===== config.mk =====
export PLATFORM = sky130hd
export DESIGN_NAME = ssp_front
export DESIGN_NICKNAME = d
export VERILOG_FILES = /design/src/sv/ssp_pkg.sv /design/src/sv/ssp_front.sv
export SDC_FILE = /design/constraint.sdc
export NUM_CORES = 1
export LEC_CHECK = 0
export BUFFER_PORTS_ARGS = -buffer_cell sky130_fd_sc_hd__buf_4
export CORE_ASPECT_RATIO = 0.5
export CORE_MARGIN = 3
export CORE_UTILIZATION = 26
export CTS_CLUSTER_SIZE = 40
export DETAILED_ROUTE_END_ITERATION = 10
export MAX_ROUTING_LAYER = met4
export PLACE_DENSITY_LB_ADDON = 0.12
export SLEW_MARGIN = 20
export SYNTH_ARGS = -nofsm -noshare
export SYNTH_HDL_FRONTEND = slang
export SYNTH_SLANG_ARGS = --single-unit

===== constraint.sdc =====
create_clock -name i_clk -period 2.5 [get_ports i_clk]
set_input_delay 0.5 -clock i_clk [delete_from_list [all_inputs] [get_ports i_clk]]
set_output_delay 0.5 -clock i_clk [all_outputs]
set_load 0.1 [all_outputs]

===== src/sv/ssp_pkg.sv =====
// Shared types and constants of the shortest path block.
package ssp_pkg;

    localparam int NODE_W    = 5;
    localparam int NCNT_W    = 6;
    localparam int MAX_NODES = 32;
    localparam int DIST_W    = 24;
    localparam int CFG_IDX_W = 2;
    localparam int CFG_DAT_W = 6;

    localparam logic signed [DIST_W-1:0] DIST_MAX = 24'sh7FFFFF;
    localparam logic signed [DIST_W-1:0] DIST_MIN = 24'sh800000;

    // Configuration register indexes
    localparam logic [CFG_IDX_W-1:0] CFG_NODE_COUNT  = 2'd0;
    localparam logic [CFG_IDX_W-1:0] CFG_SOURCE_NODE = 2'd1;

    // Request kinds
    typedef enum logic {
        ACT_LOAD  = 1'b0,
        ACT_START = 1'b1
    } t_action;

    // Engine sequencer states
    typedef enum logic [3:0] {
        S_IDLE,
        S_INIT,
        S_EREAD,
        S_DREAD,
        S_CALC,
        S_UPD,
        S_OREAD,
        S_OSEND,
        S_ONEG,
        S_DONE
    } t_state;

    // Configuration as seen by the engine
    typedef struct packed {
        logic [NCNT_W-1:0] node_count;
        logic [NODE_W-1:0] source_node;
    } t_cfg;

endpackage


===== src/sv/ssp_front.sv =====
// Front end: accepts requests, classifies them and queues them for the engine.
module ssp_front #(
    parameter int WEIGHT_BITS = 16
) (
    input  logic                            i_clk,
    input  logic                            i_rst_n,
    input  logic                            i_valid,
    output logic                            o_stall,
    input  logic                            i_action,
    input  logic [ssp_pkg::NODE_W-1:0]      i_edge_source,
    input  logic [ssp_pkg::NODE_W-1:0]      i_edge_destination,
    input  logic signed [WEIGHT_BITS-1:0]   i_edge_weight,
    output logic                            o_req_valid,
    output ssp_pkg::t_action                o_req_action,
    output logic [ssp_pkg::NODE_W-1:0]      o_req_tail,
    output logic [ssp_pkg::NODE_W-1:0]      o_req_head,
    output logic signed [WEIGHT_BITS-1:0]   o_req_weight,
    input  logic                            i_req_pop
);
    import ssp_pkg::*;

    localparam int QW = 1 + 2 * NODE_W + WEIGHT_BITS;

    logic [QW-1:0] r_q [2];
    logic          r_wp, r_rp;
    logic [1:0]    r_cnt;
    logic          w_push, w_pop;
    t_action       w_kind;
    logic [QW-1:0] w_head;

    // Classify the incoming request
    assign w_kind  = t_action'(i_action);
    assign o_stall = (r_cnt == 2'd2);
    assign w_push  = i_valid && !o_stall;
    assign w_pop   = i_req_pop && o_req_valid;

    // Two-entry queue storage
    always_ff @(posedge i_clk) begin
        if (w_push) begin
            r_q[r_wp] <= {w_kind, i_edge_source, i_edge_destination, i_edge_weight};
        end
    end

    // Queue pointers
    always_ff @(posedge i_clk) begin
        if (!i_rst_n) begin
            r_wp  <= 1'b0;
            r_rp  <= 1'b0;
            r_cnt <= 2'd0;
        end else begin
            if (w_push) r_wp <= ~r_wp;
            if (w_pop)  r_rp <= ~r_rp;
            r_cnt <= r_cnt + {1'b0, w_push} - {1'b0, w_pop};
        end
    end

    assign w_head       = r_q[r_rp];
    assign o_req_valid  = (r_cnt != 2'd0);
    assign o_req_action = t_action'(w_head[QW-1]);
    assign o_req_tail   = w_head[QW-2 -: NODE_W];
    assign o_req_head   = w_head[QW-2-NODE_W -: NODE_W];
    assign o_req_weight = w_head[WEIGHT_BITS-1:0];

endmodule


==> results of run 1 <==
[cells by family after synthesis]
group,Yosys count,share of synthesized area
DFF,59,0.753
muxes,28,0.170
and+or+nand+nor,11,0.0235
buffers and inverters,6,0.0274
xor gates and xnor gates,3,0.0115
adders and majority gates,2,0.0109
AOI/OAI and AO/OA,1,0.00329
[state kept, by name, indices dropped and copies added, names as in the netlist, named ones only]
register  flops
r_wp          1
r_q          54
r_rp          1
r_cnt         2
[stage by stage]
stage / std cells / worst slack, ns
2_1_floorplan: 110 / 0.348
3_5_place_dp: 283 / 0.790
4_1_cts: 299 / 0.448
3_3_place_gp: 283 / 0.806
6_report: 299 / 0.496
5_1_grt: 299 / 0.407
[area by class of cell]
type | instances | area, µm²
Clock buffer | 11 | 233
Clock inverter | 5 | 20.0
Fill cell | 796 | 5140
Inverter | 3 | 11.3
Multi-Input combinational cell | 45 | 509
Sequential cell | 59 | 1720
Tap cell | 112 | 140
Timing Repair Buffer | 64 | 480
[power by group through the flow]
stage               Clock (mW)  Combinational (mW)  Sequential [mW]
floorplan                    0                1.59             1.30
finish                    1.01                1.88             1.29
global route              1.10                1.96             1.31
global placement             0                1.90             1.30
detailed placement           0                1.91             1.31
CTS                       1.05                1.91             1.29
[cell usage after synthesis, drive strengths merged]
cell type	n	area share
and2	1	0.0027
and3	1	0.0027
dfxtp	5	0.044
xnor2	2	0.0077
mux2i	1	0.0044
ha	2	0.011
buf	3	0.022
nand2	2	0.0033
nand2b	2	0.0055
edfxtp	54	0.71
inv	3	0.0049
nor2	4	0.0066
o21a	1	0.0033
mux2	27	0.17
or2	1	0.0027
xor2	1	0.0038
[critical path: cells and delay by family (launching register included)]
family   cells  cell delay (ns)
flops        1             0.32
mux          1             0.38
buf+inv      2             0.49
[metal layers]
metal	up-vias	track usage	part of all wire
li1	560	-	-
met1	548	0.0930	0.42
met2	33	0.134	0.49
met3	10	0.0500	0.076
met4	0	0.0427	0.017
met5	-	-	0
[worst max path at each step]
stage | start | to | cells after the start
floorplan | i_valid | r_q[0][0] | 2
global placement | register | o_req_action | 3
detailed placement | i_valid | r_cnt[1] | 8
CTS | register | o_req_action | 3
global route | register | o_req_action | 3
finish | register | o_req_action | 3
==> impl_metrics.json, run 1 <==
{
  "outcome": "complete, no violations",
  "crit_arrival_ns": 1.50,
  "cts_setup_buffers": 0,
  "path_class": "register to output pin",
  "cts_resized": 0,
  "grt-ovfl-total": 0,
  "track_usage": 0.0877,
  "grt_max_degree": 28,
  "combPwrFrac": 0.449,
  "whs_ns": 0.370,
  "slew_viol_final": 0,
  "rsz0062_at_grt": "no",
  "htree_levels": 3,
  "clkPwrFrac": 0.242,
  "tightest_slew_ns": 0.391,
  "hold_depth": 1,
  "setup_viol": 0,
  "gp_congestion": 0.640,
  "final_common_cell": "buf_4",
  "initial_utilization": 0.277,
  "r2r_slack_ns": 0.89,
  "wire_per_inst_um": 13.0,
  "design_area_mm2": 0.00312,
  "drtIter0Drc": 47,
  "cp_max_fo": 14,
  "vias_per_cell": 3.85,
  "synth_cells": 110,
  "port_buffers": 59,
  "dieHeight_um": 72.3,
  "min_to": "r_q[0][9]",
  "peakVddDrop_uv": 742,
  "worst_path_most_repeated_cell": "buf_4",
  "placed_cell_area_mm2": 0.00286,
  "nets": 215,
  "synth_cell_types": 18,
  "switchingPower_mw": 1.79,
  "ys_seq_area_frac": 0.753,
  "finClkSkew_ns": 0.00193,
  "netlist_area_mm2": 0.00229,
  "r2r_start": "r_cnt[0]",
  "layout-drive-gt1-share": 0.556,
  "grt_pass1_wl_mm": 6.21,
  "hold_viol": 0,
  "std_cell_rows": 23,
  "core_mm2": 0.00826,
  "end_kind": "output pin",
  "clock.fmax_mhz": 499,
  "fin_util": 0.377,
  "die_area_mm2": 0.0100,
  "slowest_delay_ns": 0.38,
  "start_kind": "register",
  "syn_nets": 143,
  "crit_slowest_cell": "mux2_2",
  "intPower_mw": 2.39,
  "synth_warnings": 0,
  "ios": 60,
  "drtAntennaViolNets": 0,
  "num_vias": 1151,
  "clk_path_buf_depth": 2,
  "slew_headroom": 0.739,
  "p_per_area_mw_per_mm2": 1340,
  "cts.clk_slew.worst_paths_ns": 0.05,
  "clock_sinks": 59,
  "n_antenna_cell": 0,
  "hold_path_class": "input pin to register",
  "fin_crit_sh": 0.802,
  "crit_chain": "buf_4, mux2_2, buf_4",
  "switching_share": 0.428,
  "rr_worst_depth": 8,
  "ctsHoldBuffers": 0,
  "total_power_mw": 4.18,
  "required_ns": 2.00,
  "r2r-end": "r_cnt[1]",
  "hold_start": "i_edge_weight[9]",
  "route.detailed.drc": 0,
  "hpwl_mm": 2.68,
  "wirelength_mm": 3.89,
  "cts_tree": "built",
  "ys_ff_latch": 59,
  "p_leak_nw": 1.24,
  "max-cap-violations": 0,
  "antenna_found_initial": 0,
  "tns_ns": 0,
  "final_cell_mix": "buf_4 (64), edfxtp_1 (54), mux2_4 (20), clkbuf_16 (9), mux2_2 (7)",
  "cts_buffers": 9,
  "syn2layout_area_growth_pct": 36.3,
  "drt-pass1-iter-count": 3,
  "syn_area_per_cell_um2": 20.8,
  "cts-root-buf": "clkbuf_16",
  "die_x_um": 139,
  "finalCriticalPeriod_ns": 2.00,
  "sequentialPowerShare": 0.309,
  "clk_latency_ns": 0.31,
  "grt_pass1_vias": 1256
}
(Power assumes the default switching activity.)
==> inputs of run 2 (changes only) <==
==> constraint.sdc (replaced) <==
create_clock -name i_clk -period 1.7 [get_ports i_clk]
set_input_delay 0.34 -clock i_clk [delete_from_list [all_inputs] [get_ports i_clk]]
set_output_delay 0.34 -clock i_clk [all_outputs]
set_load 0.1 [all_outputs]
==> impl_metrics.json, run 2 (synthesis results as in run 1) <==
{
  "outcome": "complete, but fails checks",
  "violations": "negative setup slack",
  "layout-drive-gt1-share": 0.580,
  "tns_ns": -0.181,
  "multiInputGateArea_um2": 517,
  "wire_per_inst_um": 13.6,
  "cts_tree": "built",
  "hpwl_mm": 2.73,
  "slew_headroom": 0.816,
  "ios": 60,
  "cts-root-buf": "clkbuf_16",
  "finClkSkew_ns": 0.00623,
  "drtIter0Drc": 30,
  "tightest_slew_ns": 0.279,
  "crit_chain": "buf_12, mux2_2, buf_6",
  "combPwrFrac": 0.486,
  "grt_max_degree": 28,
  "clock_sinks": 59,
  "switching_share": 0.403,
  "reg_top3": "r_q x54, r_cnt x2",
  "die_x_um": 139,
  "gp_congestion": 0.716,
  "route.detailed.drc": 0,
  "hold_depth": 1,
  "die_area_mm2": 0.0100,
  "r2r_slack_ns": 0.13,
  "register_area_mm2": 0.00173,
  "clkPwrFrac": 0.234,
  "drt-pass1-iter-count": 2,
  "rr_worst_depth": 7,
  "htree_levels": 3,
  "p_leak_nw": 1.37,
  "clock.fmax_mhz": 575,
  "clk_path_buf_depth": 2,
  "fin_crit_sh": 1.02,
  "grt-ovfl-total": 0,
  "use_met2": 0.145,
  "regMostFlops": "r_q",
  "design_area_mm2": 0.00347,
  "r2r_start": "r_cnt[1]",
  "cts.clk_slew.worst_paths_ns": 0.05,
  "port_buffers": 59,
  "crit_buf_inv": 2,
  "final_common_cell": "edfxtp_1",
  "total_power_mw": 6.84,
  "setup_viol": 8,
  "whs_ns": 0.209,
  "switchingPower_mw": 2.76,
  "r2r-end": "r_cnt[1]",
  "crit_arrival_ns": 1.40,
  "final_cell_mix": "edfxtp_1 (54), buf_4 (35), buf_12 (23), mux2_4 (20), clkbuf_16 (9)",
  "cts_setup_buffers": 0,
  "num_vias": 1170,
  "final_cell_count_no_fill": 300,
  "placed_cell_area_mm2": 0.00291,
  "cp_max_fo": 15,
  "crit_slowest_cell": "dfxtp_4",
  "std_cell_rows": 23,
  "end_kind": "output pin",
  "hold_path_class": "input pin to register",
  "nets": 216,
  "peakVddDrop_uv": 1050,
  "finalCriticalPeriod_ns": 1.74,
  "wirelength_mm": 4.08,
  "path_class": "register to output pin",
  "dp_slack_ns": 0.123,
  "dieHeight_um": 72.3,
  "slew_viol_final": 0,
  "n_antenna_cell": 0,
  "track_usage": 0.0889,
  "use_met3": 0.0388,
  "dp.cells": 284,
  "min_to": "r_q[0][10]",
  "cts_buffers": 9,
  "required_ns": 1.36,
  "sequentialPowerShare": 0.281,
  "hold_start": "i_edge_weight[10]",
  "slowest_delay_ns": 0.37,
  "fill_cells": 760,
  "intPower_mw": 4.08,
  "largest_reg_flops": 54,
  "ctsHoldBuffers": 0,
  "drtAntennaViolNets": 0,
  "rsz0062_at_grt": "yes",
  "worst_slack_ns": -0.0389,
  "clk_latency_ns": 0.31,
  "fin_util": 0.420,
  "start_kind": "register",
  "grt_pass1_vias": 1345,
  "core_mm2": 0.00826,
  "grt_pass1_wl_mm": 6.40,
  "p_per_area_mw_per_mm2": 1970,
  "max-cap-violations": 0,
  "antenna_found_initial": 0,
  "grt_use_met1": 0.0947,
  "vias_per_cell": 3.90,
  "crit_family": "flip-flops",
  "grt-busiest-layer": "met2",
  "syn2layout_area_growth_pct": 51.8,
  "initial_utilization": 0.277,
  "hold_viol": 0
}
==> run 2: worst max path at each step <==
stage	start	to	slack, ns	cells after the start
2_1_floorplan	r_cnt[0]	r_q[0][0]	0.0009	3
3_3_place_gp	i_req_pop	r_cnt[1]	0.19	8
3_5_place_dp	r_cnt[0]	r_cnt[1]	0.12	8
4_1_cts	register	o_req_weight[4]	-0.07	3
5_1_grt	register	o_req_weight[3]	-0.09	3
6_report	register	o_req_weight[4]	-0.04	3
==> run 2: layout make-up <==
class,count,share of cell area
flip-flops and latches,59,0.497
repair buffers,65,0.231
multi-input cells,45,0.149
clock buffers,14,0.0761
well taps,112,0.0404
inverters,3,0.00325
clock inverters,2,0.00288
==> run 2: per-layer routing <==
layer | vias up | share of wire
met1 | 571 | 0.42
met4 | 0 | 0.011
li1 | 561 | -
met2 | 31 | 0.52
met5 | - | 0
met3 | 7 | 0.051
==> run 2: power by group through the flow <==
stage,logic (mW),registers [mW],clock network (mW)
6_report,3.32,1.92,1.60
3_5_place_dp,2.86,1.94,0
2_1_floorplan,2.33,1.91,0
5_1_grt,3.43,1.94,1.74
4_1_cts,3.23,1.91,1.66
3_3_place_gp,2.85,1.93,0
==> run 2: repair_timing <==
action | in CTS | in global routing
setup endpoints to repair | 27 | 28
gates resized for setup | 54 | 15
cloned | 0 | 0
pin swaps | 0 | 0
